<file path="src/hw/rtl/hrsc_pkg.sv">
// Shared types, constants and helpers for the hex record converter
package hrsc_pkg;

   localparam int QUEUE_DEPTH_DEFAULT = 4;
   localparam int JOB_BYTES = 5;
   localparam int POS_W = 10;

   localparam logic [POS_W-1:0] POS_MAX      = '1;
   localparam logic [POS_W-1:0] POS_TYPE_END = POS_W'(8);
   localparam logic [POS_W-1:0] POS_HDR_END  = POS_W'(10);

   localparam logic [3:0] POS_LEN_LO  = 4'd2;
   localparam logic [3:0] POS_ADDR_HI = 4'd4;
   localparam logic [3:0] POS_ADDR_LO = 4'd6;

   localparam logic [7:0] CHAR_COLON = 8'h3A;
   localparam logic [7:0] CHAR_SPACE = 8'h20;
   localparam logic [7:0] CHAR_TAB   = 8'h09;
   localparam logic [7:0] CHAR_CR    = 8'h0D;

   localparam logic [7:0] REC_TYPE_LAST = 8'h01;
   localparam logic [7:0] SEG_LOAD      = 8'h01;
   localparam logic [7:0] SEG_ENTRY     = 8'h02;
   localparam logic [7:0] LEN_BIAS      = 8'h02;

   typedef struct packed {
      logic [7:0] text_char;
      logic       stream_end;
   } req_type;

   typedef struct packed {
      logic [7:0] out_byte;
      logic       run_last;
      logic       bad_format;
   } rsp_type;

   typedef struct packed {
      logic [JOB_BYTES-1:0][7:0] bytes;
      logic [2:0]                count;
      logic                      bad;
   } job_type;

   typedef struct packed {
      logic    push;
      job_type job;
   } job_push_type;

   // bit 4: digit valid, bits 3:0: value
   function automatic logic [4:0] hex_decode(input logic [7:0] c);
      logic [4:0] r;
      r = '0;
      if (c >= 8'h30 && c <= 8'h39) begin
         r = {1'b1, 4'(c - 8'h30)};
      end else if (c >= 8'h41 && c <= 8'h46) begin
         r = {1'b1, 4'(c - 8'h37)};
      end
      return r;
   endfunction

endpackage

</file>
<file path="src/hw/rtl/hrsc_front.sv">
// Front end: record tokeniser, field capture and job classification
module hrsc_front (
   input  logic                  clock,
   input  logic                  reset,
   input  logic                  take,
   input  hrsc_pkg::req_type     req_data,
   output hrsc_pkg::job_push_type job_out
);
   import hrsc_pkg::*;

   logic [POS_W-1:0] pos_ff, pos_in;
   logic [3:0]       hn_ff, hn_in;
   logic [7:0]       len_ff, len_in;
   logic [7:0]       ah_ff, ah_in;
   logic [7:0]       al_ff, al_in;
   logic             ier_ff, ier_in;
   logic [7:0]       bl_ff, bl_in;
   logic             ec_ff, ec_in;
   logic [7:0]       el_ff, el_in;
   logic [7:0]       eh_ff, eh_in;
   logic             failed_ff, failed_in;

   logic [7:0] c;
   logic       ws;
   logic [4:0] hv;
   logic [7:0] b;
   logic       err;
   logic       bad;
   logic       hdr;
   logic       have;
   job_type    job;

   assign c  = req_data.text_char;
   assign ws = (c == CHAR_SPACE) || (c >= CHAR_TAB && c <= CHAR_CR);
   assign hv = hex_decode(c);
   assign b  = {hn_ff, hv[3:0]};

   always_comb begin
      pos_in = pos_ff;
      hn_in = hn_ff;
      len_in = len_ff;
      ah_in = ah_ff;
      al_in = al_ff;
      ier_in = ier_ff;
      bl_in = bl_ff;
      ec_in = ec_ff;
      el_in = el_ff;
      eh_in = eh_ff;
      failed_in = failed_ff;
      err = 1'b0;
      bad = 1'b0;
      hdr = 1'b0;
      have = 1'b0;
      job = '0;
      if (!failed_ff) begin
         if (!ws) begin
            if (pos_ff != POS_MAX) pos_in = pos_ff + POS_W'(1);
            if (pos_ff == '0) begin
               if (c != CHAR_COLON) err = 1'b1;
            end else if (pos_ff <= POS_TYPE_END) begin
               if (!hv[4]) begin
                  err = 1'b1;
               end else if (pos_ff[0]) begin
                  hn_in = hv[3:0];
               end else begin
                  case (pos_ff[3:0])
                     POS_LEN_LO:  len_in = b;
                     POS_ADDR_HI: ah_in = b;
                     POS_ADDR_LO: begin
                        al_in = b;
                        if (!ec_ff) begin
                           ec_in = 1'b1;
                           el_in = b;
                           eh_in = ah_ff;
                        end
                     end
                     default: begin
                        if (b > REC_TYPE_LAST) begin
                           err = 1'b1;
                        end else begin
                           ier_in = b[0];
                           bl_in = b[0] ? 8'd0 : len_ff;
                        end
                     end
                  endcase
               end
            end else begin
               if (!ier_ff && bl_ff != 8'd0) begin
                  if (!hv[4]) begin
                     err = 1'b1;
                  end else if (pos_ff[0]) begin
                     hn_in = hv[3:0];
                  end else begin
                     bl_in = bl_ff - 8'd1;
                     have = 1'b1;
                  end
               end
               if (pos_ff == POS_HDR_END) begin
                  hdr = 1'b1;
                  if (ier_ff) begin
                     job.bytes[0] = SEG_ENTRY;
                     job.bytes[1] = SEG_ENTRY;
                     job.bytes[2] = el_ff;
                     job.bytes[3] = eh_ff;
                  end else begin
                     job.bytes[0] = SEG_LOAD;
                     job.bytes[1] = len_ff + LEN_BIAS;
                     job.bytes[2] = al_ff;
                     job.bytes[3] = ah_ff;
                  end
               end
               if (have) begin
                  job.bytes[hdr ? 3'd4 : 3'd0] = b;
               end
               job.count = (hdr ? 3'd4 : 3'd0) + (have ? 3'd1 : 3'd0);
            end
         end
         if (!err && (ws || req_data.stream_end) && pos_in != '0) begin
            bad = (pos_in <= POS_HDR_END) || (bl_in != 8'd0);
            pos_in = '0;
            bl_in = 8'd0;
            ier_in = 1'b0;
            len_in = 8'd0;
            if (bad) err = 1'b1;
         end
         if (err) begin
            failed_in = 1'b1;
            job = '0;
            job.count = 3'd1;
            job.bad = 1'b1;
         end
      end
   end

   assign job_out.push = take && (job.count != 3'd0);
   assign job_out.job  = job;

   always_ff @(posedge clock) begin
      if (reset) begin
         pos_ff <= '0;
         hn_ff <= '0;
         len_ff <= '0;
         ah_ff <= '0;
         al_ff <= '0;
         ier_ff <= 1'b0;
         bl_ff <= '0;
         ec_ff <= 1'b0;
         el_ff <= '0;
         eh_ff <= '0;
         failed_ff <= 1'b0;
      end else if (take) begin
         pos_ff <= pos_in;
         hn_ff <= hn_in;
         len_ff <= len_in;
         ah_ff <= ah_in;
         al_ff <= al_in;
         ier_ff <= ier_in;
         bl_ff <= bl_in;
         ec_ff <= ec_in;
         el_ff <= el_in;
         eh_ff <= eh_in;
         failed_ff <= failed_in;
      end
   end

endmodule

</file>
<file path="src/hw/rtl/hrsc_queue.sv">
// Job queue between front end and back end
module hrsc_queue #(
   parameter int DEPTH = hrsc_pkg::QUEUE_DEPTH_DEFAULT
) (
   input  logic                   clock,
   input  logic                   reset,
   input  hrsc_pkg::job_push_type wr,
   input  logic                   rd_pop,
   output hrsc_pkg::job_type      rd_job,
   output logic                   full,
   output logic                   empty
);
   import hrsc_pkg::*;

   localparam int PTR_W = (DEPTH > 1) ? $clog2(DEPTH) : 1;
   localparam int CNT_W = $clog2(DEPTH + 1);

   job_type          q_ff [DEPTH];
   logic [PTR_W-1:0] wp_ff, wp_in;
   logic [PTR_W-1:0] rp_ff, rp_in;
   logic [CNT_W-1:0] cnt_ff, cnt_in;
   logic             do_wr;
   logic             do_rd;

   assign full   = (cnt_ff == CNT_W'(DEPTH));
   assign empty  = (cnt_ff == '0);
   assign rd_job = q_ff[rp_ff];
   assign do_wr  = wr.push && !full;
   assign do_rd  = rd_pop && !empty;

   always_comb begin
      wp_in = wp_ff;
      rp_in = rp_ff;
      cnt_in = cnt_ff;
      if (do_wr) wp_in = (wp_ff == PTR_W'(DEPTH - 1)) ? '0 : wp_ff + PTR_W'(1);
      if (do_rd) rp_in = (rp_ff == PTR_W'(DEPTH - 1)) ? '0 : rp_ff + PTR_W'(1);
      if (do_wr && !do_rd) cnt_in = cnt_ff + CNT_W'(1);
      if (do_rd && !do_wr) cnt_in = cnt_ff - CNT_W'(1);
   end

   always_ff @(posedge clock) begin
      if (reset) begin
         wp_ff <= '0;
         rp_ff <= '0;
         cnt_ff <= '0;
      end else begin
         wp_ff <= wp_in;
         rp_ff <= rp_in;
         cnt_ff <= cnt_in;
      end
   end

   always_ff @(posedge clock) begin
      if (do_wr) q_ff[wp_ff] <= wr.job;
   end

endmodule

</file>
<file path="src/hw/rtl/hrsc_back.sv">
// Back end: expands one job into result bytes in an output register, one per cycle unless the output stalls
module hrsc_back (
   input  logic              clock,
   input  logic              reset,
   input  hrsc_pkg::job_type job,
   input  logic              job_empty,
   output logic              job_pop,
   output hrsc_pkg::rsp_type rsp_data,
   output logic              rsp_empty,
   input  logic              rsp_pop
);
   import hrsc_pkg::*;

   logic [2:0] idx_ff, idx_in;
   logic       ov_ff, ov_in;
   rsp_type    out_ff, out_in;
   logic       adv;
   logic       last;

   assign adv  = !job_empty && (!ov_ff || rsp_pop);
   assign last = (idx_ff == (job.count - 3'd1));

   always_comb begin
      idx_in = idx_ff;
      ov_in = ov_ff && !rsp_pop;
      out_in = out_ff;
      job_pop = 1'b0;
      if (adv) begin
         ov_in = 1'b1;
         out_in.out_byte = job.bytes[idx_ff];
         out_in.run_last = last;
         out_in.bad_format = job.bad;
         if (last) begin
            idx_in = '0;
            job_pop = 1'b1;
         end else begin
            idx_in = idx_ff + 3'd1;
         end
      end
   end

   always_ff @(posedge clock) begin
      if (reset) begin
         idx_ff <= '0;
         ov_ff <= 1'b0;
      end else begin
         idx_ff <= idx_in;
         ov_ff <= ov_in;
      end
   end

   always_ff @(posedge clock) begin
      out_ff <= out_in;
   end

   assign rsp_data  = out_ff;
   assign rsp_empty = !ov_ff;

endmodule

</file>
<file path="src/hw/rtl/hex_record_to_segment_converter_top.sv">
// Top level of the hex record to load segment converter
//
//  channel | direction | handshake          | payload
//  req     | in        | req_push / req_full | req_type: text_char, stream_end
//  rsp     | out       | rsp_pop / rsp_empty | rsp_type: out_byte, run_last, bad_format
//
// One character is taken per cycle while the job queue has room.
// Back end: one result byte per cycle unless rsp_pop stalls; a header job is four bytes, five with a data byte.
// A character's bytes pass through the job queue and then the output register to the result port.
// Synchronous reset clears the parser state, queue pointers and count, and the back end index and valid flag.
// Either side may stall independently; the job queue absorbs header bursts.
module hex_record_to_segment_converter_top #(
   parameter int QUEUE_DEPTH = hrsc_pkg::QUEUE_DEPTH_DEFAULT
) (
   input  logic              clock,
   input  logic              reset,
   input  logic              req_push,
   output logic              req_full,
   input  hrsc_pkg::req_type req_data,
   output logic              rsp_empty,
   input  logic              rsp_pop,
   output hrsc_pkg::rsp_type rsp_data
);
   import hrsc_pkg::*;

   job_push_type wr;
   job_type      head;
   logic         q_empty;
   logic         q_pop;

   hrsc_front u_front (
      .clock   (clock),
      .reset   (reset),
      .take    (req_push && !req_full),
      .req_data(req_data),
      .job_out (wr)
   );

   hrsc_queue #(
      .DEPTH(QUEUE_DEPTH)
   ) u_queue (
      .clock (clock),
      .reset (reset),
      .wr    (wr),
      .rd_pop(q_pop),
      .rd_job(head),
      .full  (req_full),
      .empty (q_empty)
   );

   hrsc_back u_back (
      .clock    (clock),
      .reset    (reset),
      .job      (head),
      .job_empty(q_empty),
      .job_pop  (q_pop),
      .rsp_data (rsp_data),
      .rsp_empty(rsp_empty),
      .rsp_pop  (rsp_pop)
   );

endmodule

</file>
<file path="config.mk">
export PLATFORM = sky130hd
export DESIGN_NAME = hex_record_to_segment_converter_top
export DESIGN_NICKNAME = d
export VERILOG_FILES = /design/src/hw/rtl/hrsc_pkg.sv /design/src/hw/rtl/hrsc_front.sv /design/src/hw/rtl/hrsc_queue.sv /design/src/hw/rtl/hrsc_back.sv /design/src/hw/rtl/hex_record_to_segment_converter_top.sv
export SDC_FILE = /design/constraint.sdc
export NUM_CORES = 1
export LEC_CHECK = 0
export BUFFER_PORTS_ARGS = -buffer_cell sky130_fd_sc_hd__buf_2
export CAP_MARGIN = 20
export CORE_MARGIN = 1
export CORE_UTILIZATION = 55
export DETAILED_ROUTE_END_ITERATION = 10
export GPL_ROUTABILITY_DRIVEN = 1
export PLACE_DENSITY = 0.8
export SETUP_SLACK_MARGIN = 0.5
export SYNTH_ARGS = -nofsm -noshare
export SYNTH_HDL_FRONTEND = slang
export SYNTH_SLANG_ARGS = --single-unit
</file>
<file path="constraint.sdc">
create_clock -name clock -period 4.6 [get_ports clock]
set_clock_uncertainty 0.15 [all_clocks]
set_input_delay 0.46 -clock clock [delete_from_list [all_inputs] [get_ports clock]]
set_output_delay 0.46 -clock clock [all_outputs]
set_load 0.1 [all_outputs]
</file>
==> results of run 1 <==
cells by family (layout without fill, tap and decap cells):
| kind of cell | after synthesis | after routing |
|---|---|---|
| AND/OR/NAND/NOR | 297 | 297 |
| flip-flops | 260 | 260 |
| AO/OA/AOI/OAI | 158 | 158 |
| multiplexers | 96 | 96 |
| buffers and inverters | 96 | 165 |
| adder cells (fa/ha/maj) | 19 | 19 |
| XOR/XNOR | 13 | 13 |
state kept, by name (all words and copies together) (netlist names), named ones only:
signal and flops:
u_queue.cnt_ff 3, u_queue.wp_ff 2, u_back.ov_ff 1, u_back.idx_ff 3, u_front.eh_ff 8, u_front.bl_ff 8
u_front.al_ff 8, u_front.el_ff 8, u_front.len_ff 8, u_queue.rp_ff 2, u_back.rsp_data 10, u_queue.q_ff 172
u_front.failed_ff 1, u_front.ier_ff 1, u_front.pos_ff 10, u_front.hn_ff 4, u_front.ec_ff 1, u_front.ah_ff 8
power breakdown:
part / switching, mW / internal [mW] / leakage [nW]
Clock: 0.911 / 1.53 / 0.484
Sequential: 0.0847 / 2.66 / 2.39
Combinational: 0.818 / 0.405 / 1.72
Yosys cell counts (5+ instances only):
| cell type | number | share of area (%) |
|---|---|---|
| nor3_1 | 18 | 0.74 |
| a31oi_1 | 7 | 0.36 |
| inv_1 | 33 | 1.0 |
| nor3_2 | 19 | 1.6 |
| nand3b_1 | 6 | 0.37 |
| edfxtp_1 | 182 | 45 |
| xnor2_1 | 7 | 0.51 |
| o21ai_0 | 27 | 1.1 |
| or3_1 | 5 | 0.26 |
| mux4_2 | 51 | 9.5 |
| clkbuf_1 | 42 | 1.3 |
| buf_6 | 5 | 0.46 |
| buf_2 | 6 | 0.25 |
| nand3_1 | 20 | 0.83 |
| buf_1 | 9 | 0.28 |
| a21oi_1 | 47 | 1.9 |
| nor4_2 | 5 | 0.52 |
| nor2_1 | 85 | 2.6 |
| xor2_1 | 6 | 0.43 |
| and3_1 | 9 | 0.46 |
| a211oi_1 | 16 | 0.99 |
| nand4_1 | 10 | 0.52 |
| and2_1 | 7 | 0.36 |
| nand2_1 | 65 | 2.0 |
| o21a_1 | 5 | 0.31 |
| ha_1 | 18 | 1.9 |
| mux2i_1 | 42 | 3.5 |
| dfxtp_1 | 78 | 13 |
| nor4_1 | 13 | 0.67 |
| nor2b_1 | 7 | 0.36 |
layout make-up:
cell class | count | area (um^2) | share of cell area (%)
multi-input cells | 583 | 4840 | 34.5
clock inverters | 20 | 323 | 2.30
clock buffers | 29 | 683 | 4.87
repair buffers | 82 | 668 | 4.77
flip-flops and latches | 260 | 7040 | 50.2
well taps | 275 | 344 | 2.45
inverters | 34 | 128 | 0.910
metrics by stage:
| stage | hold slack [ns] | total power [mW] | area, um^2 | utilization, % |
|---|---|---|---|---|
| 2_1_floorplan | 0.286 | 3.70 | 12200 | - |
| 3_3_place_gp | 0.291 | 3.96 | 12900 | 60.4 |
| 3_5_place_dp | 0.296 | 3.99 | 12900 | 60.4 |
| 4_1_cts | 0.0470 | 6.44 | 13900 | 65.1 |
| 5_1_grt | 0.0836 | 6.62 | 14000 | 65.9 |
| 6_report | 0.0636 | 6.41 | 14000 | 65.9 |
what timing repair did:
item | in CTS | in global routing
setup buffers | 0 | 7
gates resized for setup | 1 | 27
cloned | 0 | 0
pin swaps | 1 | 8
setup endpoints to repair | 1 | 62
how the worst max path moves through the flow:
stage	startpoint	endpoint	slack [ns]	cells after the start
floorplan	req_data[1]	u_queue.cnt_ff[2]	0.50	17
global placement	req_data[1]	u_queue.cnt_ff[2]	0.14	18
detailed placement	req_data[1]	u_queue.cnt_ff[2]	0.03	17
CTS	u_front.bl_ff[0]	u_queue.cnt_ff[2]	0.52	17
global route	u_front.pos_ff[1]	u_queue.cnt_ff[2]	0.50	18
finish	u_front.pos_ff[0]	u_queue.q_ff[0][43]	0.68	14
per-layer routing:
metal / wire [um] / part of all wire (%)
met1: 11800 / 42
met2: 14000 / 50
met3: 1490 / 5.3
met4: 752 / 2.7
met5: 0 / 0
worst max-delay path, cell delays in order, from the launching register on:
cell	delay, ns
dfxtp_2	0.35
clkinv_1	0.07
ha_1	0.20
nor2b_2	0.27
o211ai_1	0.17
buf_4	0.21
a311o_1	0.32
buf_4	0.15
a311oi_2	0.26
a311oi_2	0.08
buf_4	0.27
nor2_1	0.26
a31oi_4	0.07
buf_12	0.18
nor4_1	0.62
==> impl_metrics.py, run 1 <==
metrics = {
    "synth": {
        "synth-async-reset-ratio_pct": 0,
        "synth_edf_count": 182,
        "synth_top_flop_cell": "edfxtp_1",
        "synthXorXnorAreaFrac_pct": 0.940,
        "synth_seq_cells": 260,
        "synth-simple-area-share_pct": 13.2,
        "ys_seq_area_share_pct": 58.0,
        "synthMuxAreaShare_pct": 13.3,
        "yosys.area_share.adder_pct": 2.02,
        "synth.net_count": 971,
        "synth_area_mm2": 0.0121,
        "yosysWarnings": 0,
        "synth_area_per_cell_um2": 12.9,
        "synth_top_family_by_area": "multiplexers",
        "synth_compound_area_share_pct": 9.21,
        "syn_inst": 939,
        "synth_cell_types": 80,
    },
    "critical_path": {
        "crit_type": "register to register",
        "reg2reg_depth": 14,
        "cp.required_ns": 4.70,
        "r2r_start": "u_front.pos_ff[0]",
        "worst-path-max-fanout": 30,
        "r2r-end": "u_queue.q_ff[0][43]",
        "startpoint_type": "register",
        "rrSetupSlack_ns": 0.68,
        "end_kind": "register",
        "crit_arrival_ns": 4.02,
    },
    "clock_network": {
        "clk_pin_slew_worst_paths_ns": 0.06,
        "hold_buffers": 0,
        "numCtsBuffers": 27,
        "clock_sinks": 260,
        "tritoncts": "yes",
        "htree_levels": 1,
        "root_buffer": "clkbuf_16",
        "insertion_delay_ns": 0.55,
        "clock_path_buffers": 3,
    },
    "placement": {
        "dp.cells": 1227,
        "place_ws_ns": 0.0310,
        "gp_congestion": 0.938,
        "portBuffers": 24,
        "dp_hpwl_um": 18500,
    },
    "drt": {
        "drt_iter0_drc": 532,
        "ant_nets": 0,
        "wirelength_um": 28000,
        "wl_per_cell_um": 21.8,
        "viasPerCell": 6.27,
        "drc": 0,
        "dr_total_vias": 8044,
        "dr.pass1.iters": 5,
    },
    "final_layout": {
        "final_common_cell": "edfxtp_1",
        "drive_gt1_share_pct": 25.6,
        "n_fill_cell": 1467,
        "area_growth_pct": 15.7,
        "final_cell_mix": "182 x edfxtp_1, 84 x nor2_1, 71 x dfxtp_1",
        "final_cells": 1283,
        "n_antenna_cell": 0,
        "nets": 1020,
    },
    "timing": {
        "fin_setup_tns_ns": 0,
        "final_max_slew_viol_count": 0,
        "rsz0062_at_grt": "false",
        "max_clock_freq_mhz": 255,
        "finalCritPeriodShare_pct": 85.2,
        "tightest_slew_ns": 0.861,
        "setup_violations": 0,
        "setup_slack_ns": 0.680,
        "fin_crit_ns": 3.92,
        "max_slew_margin_pct": 42.5,
        "hold_violations": 0,
    },
    "min_path": {
        "hold_start": "rsp_pop",
        "hold_depth": 4,
        "hold_end": "u_back.ov_ff",
        "hold_class": "input pin to register",
    },
    "global_routing": {
        "use_met3_pct": 3.76,
        "antenna_found_initial": 0,
        "grt_max_degree": 44,
        "met2_usage_pct": 43.3,
        "grt-ovfl-total": 0,
        "grt_pass1_wl_um": 43700,
        "grt.total_usage_pct": 25.7,
        "busiest_layer": "met2",
        "grt_pass1_vias": 7703,
        "met1_usage_pct": 34.3,
    },
    "run": {
        "cap_violations": 0,
    },
    "die": {
        "dieArea_mm2": 0.0226,
        "start_util_pct": 56.9,
        "io_pins": 25,
        "die_w_um": 150,
        "die-height_um": 150,
        "num_rows": 53,
        "core_mm2": 0.0213,
    },
    "power_and_ir_drop": {
        "irDropWorstVdd_mv": 0.322,
        "leakage_nw": 4.60,
        "power.density_mw_per_mm2": 457,
    },
    "run_status": {
        "outcome": "finished clean",
    },
}
(Power assumes the default switching activity.)
==> inputs of run 2 (changes only) <==
CORE_UTILIZATION = 45   (was 55)
PLACE_DENSITY = unset   (was 0.8)
PLACE_DENSITY_LB_ADDON = 0.1   (was unset)
==> run 2 against run 1 <==
  * Critical path depth grew 3
  * Total power decreased by 6.1%
  * Fmax decreased by 3.0%
  * The flow now finishes with violations (design-rule violations)
  * Sequential cell count is the same
  * Sequential share of layout area increased by 0.67 points
  * Largest cell class unchanged
  * Via count fell by 4.4%
  * Cell area shrank 1.4%
  * Worst setup slack got worse by 0.12 ns
==> impl_metrics.py, run 2 (synthesis results as in run 1) <==
metrics = {
    "power_and_ir_drop": {
        "irDropWorstVdd_mv": 0.264,
        "power.density_mw_per_mm2": 435,
        "power_mw": 6.02,
        "leakage_nw": 4.49,
    },
    "run_status": {
        "outcome": "complete, but fails checks",
        "violations": "design-rule violations",
    },
    "critical_path": {
        "worst-path-max-fanout": 4,
        "crit_arrival_ns": 4.36,
        "max_stage_delay_ns": 0.59,
        "reg2reg_depth": 17,
        "end_kind": "register",
        "cp_common_cell": "inv_1",
        "slowest_stage": "or4_1",
        "crit_type": "register to register",
        "path_cells": "inv_1, ha_1, nor3b_1, a21oi_2, o211ai_1, or4_1, mux2i_1, o32a_1, o2111a_2, a21oi_4, inv_1, ha_2, inv_1, fa_1, xor2_1, or3_1, a21oi_1",
        "cp.required_ns": 4.92,
        "startpoint_type": "register",
    },
    "drt": {
        "ant_nets": 0,
        "dr.pass1.iters": 8,
        "dr_total_vias": 7692,
        "drt_iter0_drc": 541,
        "wirelength_um": 28200,
        "wl_per_cell_um": 21.1,
        "viasPerCell": 5.75,
        "drc": 2,
    },
    "placement": {
        "dp_hpwl_um": 19000,
        "gp_congestion": 0.867,
        "portBuffers": 24,
    },
    "min_path": {
        "hold_class": "input pin to register",
        "hold_depth": 4,
    },
    "timing": {
        "final_max_slew_viol_count": 0,
        "rsz0062_at_grt": "true",
        "hold_violations": 0,
        "fin_crit_ns": 4.04,
        "fin_setup_tns_ns": 0,
        "setup_violations": 0,
        "tightest_slew_ns": 1.08,
        "finalCritPeriodShare_pct": 87.8,
        "max_clock_freq_mhz": 247,
        "max_slew_margin_pct": 27.5,
    },
    "final_layout": {
        "final_cell_mix": "182 x edfxtp_1, 85 x nor2_1, 75 x dfxtp_1",
        "n_antenna_cell": 0,
        "drive_gt1_share_pct": 23.8,
        "final_common_cell": "edfxtp_1",
        "largest_register": "u_queue.q_ff",
        "nets": 1012,
        "largest_reg_flops": 172,
        "area_growth_pct": 14.1,
    },
    "clock_network": {
        "tritoncts": "yes",
        "clock_sinks": 260,
        "htree_levels": 1,
        "numCtsBuffers": 28,
        "clk_pin_slew_worst_paths_ns": 0.06,
        "root_buffer": "clkbuf_16",
        "insertion_delay_ns": 0.55,
        "clock_path_buffers": 3,
    },
    "global_routing": {
        "grt_pass1_vias": 7745,
        "grt_pass1_wl_um": 44700,
        "grt-ovfl-total": 0,
        "grt.total_usage_pct": 20.8,
        "grt_max_degree": 45,
        "antenna_found_initial": 0,
    },
    "die": {
        "io_pins": 25,
        "die_w_um": 166,
        "dieArea_mm2": 0.0276,
        "start_util_pct": 46.2,
        "die-height_um": 166,
        "num_rows": 59,
        "core_mm2": 0.0262,
    },
    "run": {
        "cap_violations": 0,
    },
}
run 2: cell types whose count changed in the layout (fill, tap and decap cells not counted), moves of 2 or more:
cell	before	now
clkbuf_8	0	2
nor3_2	19	23
nor4b_2	0	2
ha_1	14	16
buf_12	9	6
dfxtp_2	7	3
ha_2	4	2
bufinv_16	8	0
nor3_1	18	14
buf_4	49	43
clkinv_2	0	3
clkinv_4	1	3
dfxtp_1	71	75
clkbuf_1	2	6
run 2: critical path: cells and delay by family, from the launching register on:
family          cells  cell delay, ns
xor+xnor            1            0.15
compound gates      6            1.06
simple gates        3            1.06
flops               1            0.40
fa+ha+maj           3            0.74
mux                 1            0.18
buf+inv             3            0.24
run 2: cell type report:
class	count	area [um^2]
clock buffers	36	751
clock inverters	16	118
fillers	2193	12400
inverters	34	128
multi-input cells	583	4820
flip-flops and latches	260	7030
well taps	335	419
repair buffers	73	563
run 2: path summary, 6_finish.rpt:
kind,endpoint,slack (ns),start
worst min register to register,u_front.eh_ff[6],0.30,u_front.eh_ff[6]
worst min-delay path,u_back.ov_ff,0.03,rsp_pop
worst max-delay path,u_queue.cnt_ff[2],0.56,u_front.bl_ff[1]
worst max register to register,u_queue.cnt_ff[2],0.56,u_front.bl_ff[1]
run 2: power breakdown:
part | total [mW] | internal [mW] | switching [mW] | leakage (nW)
Combinational | 1.22 | 0.396 | 0.823 | 1.68
Sequential | 2.72 | 2.66 | 0.0611 | 2.39
Clock | 2.08 | 1.16 | 0.919 | 0.416
run 2: repair_timing:
item / 4_1_cts / 5_1_grt
buffers inserted: 1 / 0
resized for setup: 2 / 13
hold buffers: 0 / 0
setup endpoints to repair: 1 / 42
pin swaps: 1 / 2
run 2: per-layer routing:
metal / share of wire, % / GRT usage (%) / vias to the layer above
li1: - / - / 3672
met1: 46 / 28.5 / 3823
met2: 48 / 35.2 / 148
met3: 3.4 / 2.14 / 49
met4: 2.5 / 6.05 / 0
met5: 0 / 0 / -
run 2: stage by stage:
stage | instance area [um^2] | std cells | setup WS, ns | hold slack [ns] | util, %
global route | 13800 | 1337 | 0.316 | 0.0819 | 52.8
global placement | 12900 | 1284 | 0.115 | 0.291 | 49.2
detailed placement | 12900 | 1284 | 0.0629 | 0.296 | 49.2
finish | 13800 | 1337 | 0.559 | 0.0323 | 52.8
CTS | 13800 | 1337 | 0.504 | 0.00906 | 52.5
floorplan | 12200 | 939 | 0.500 | 0.286 | -
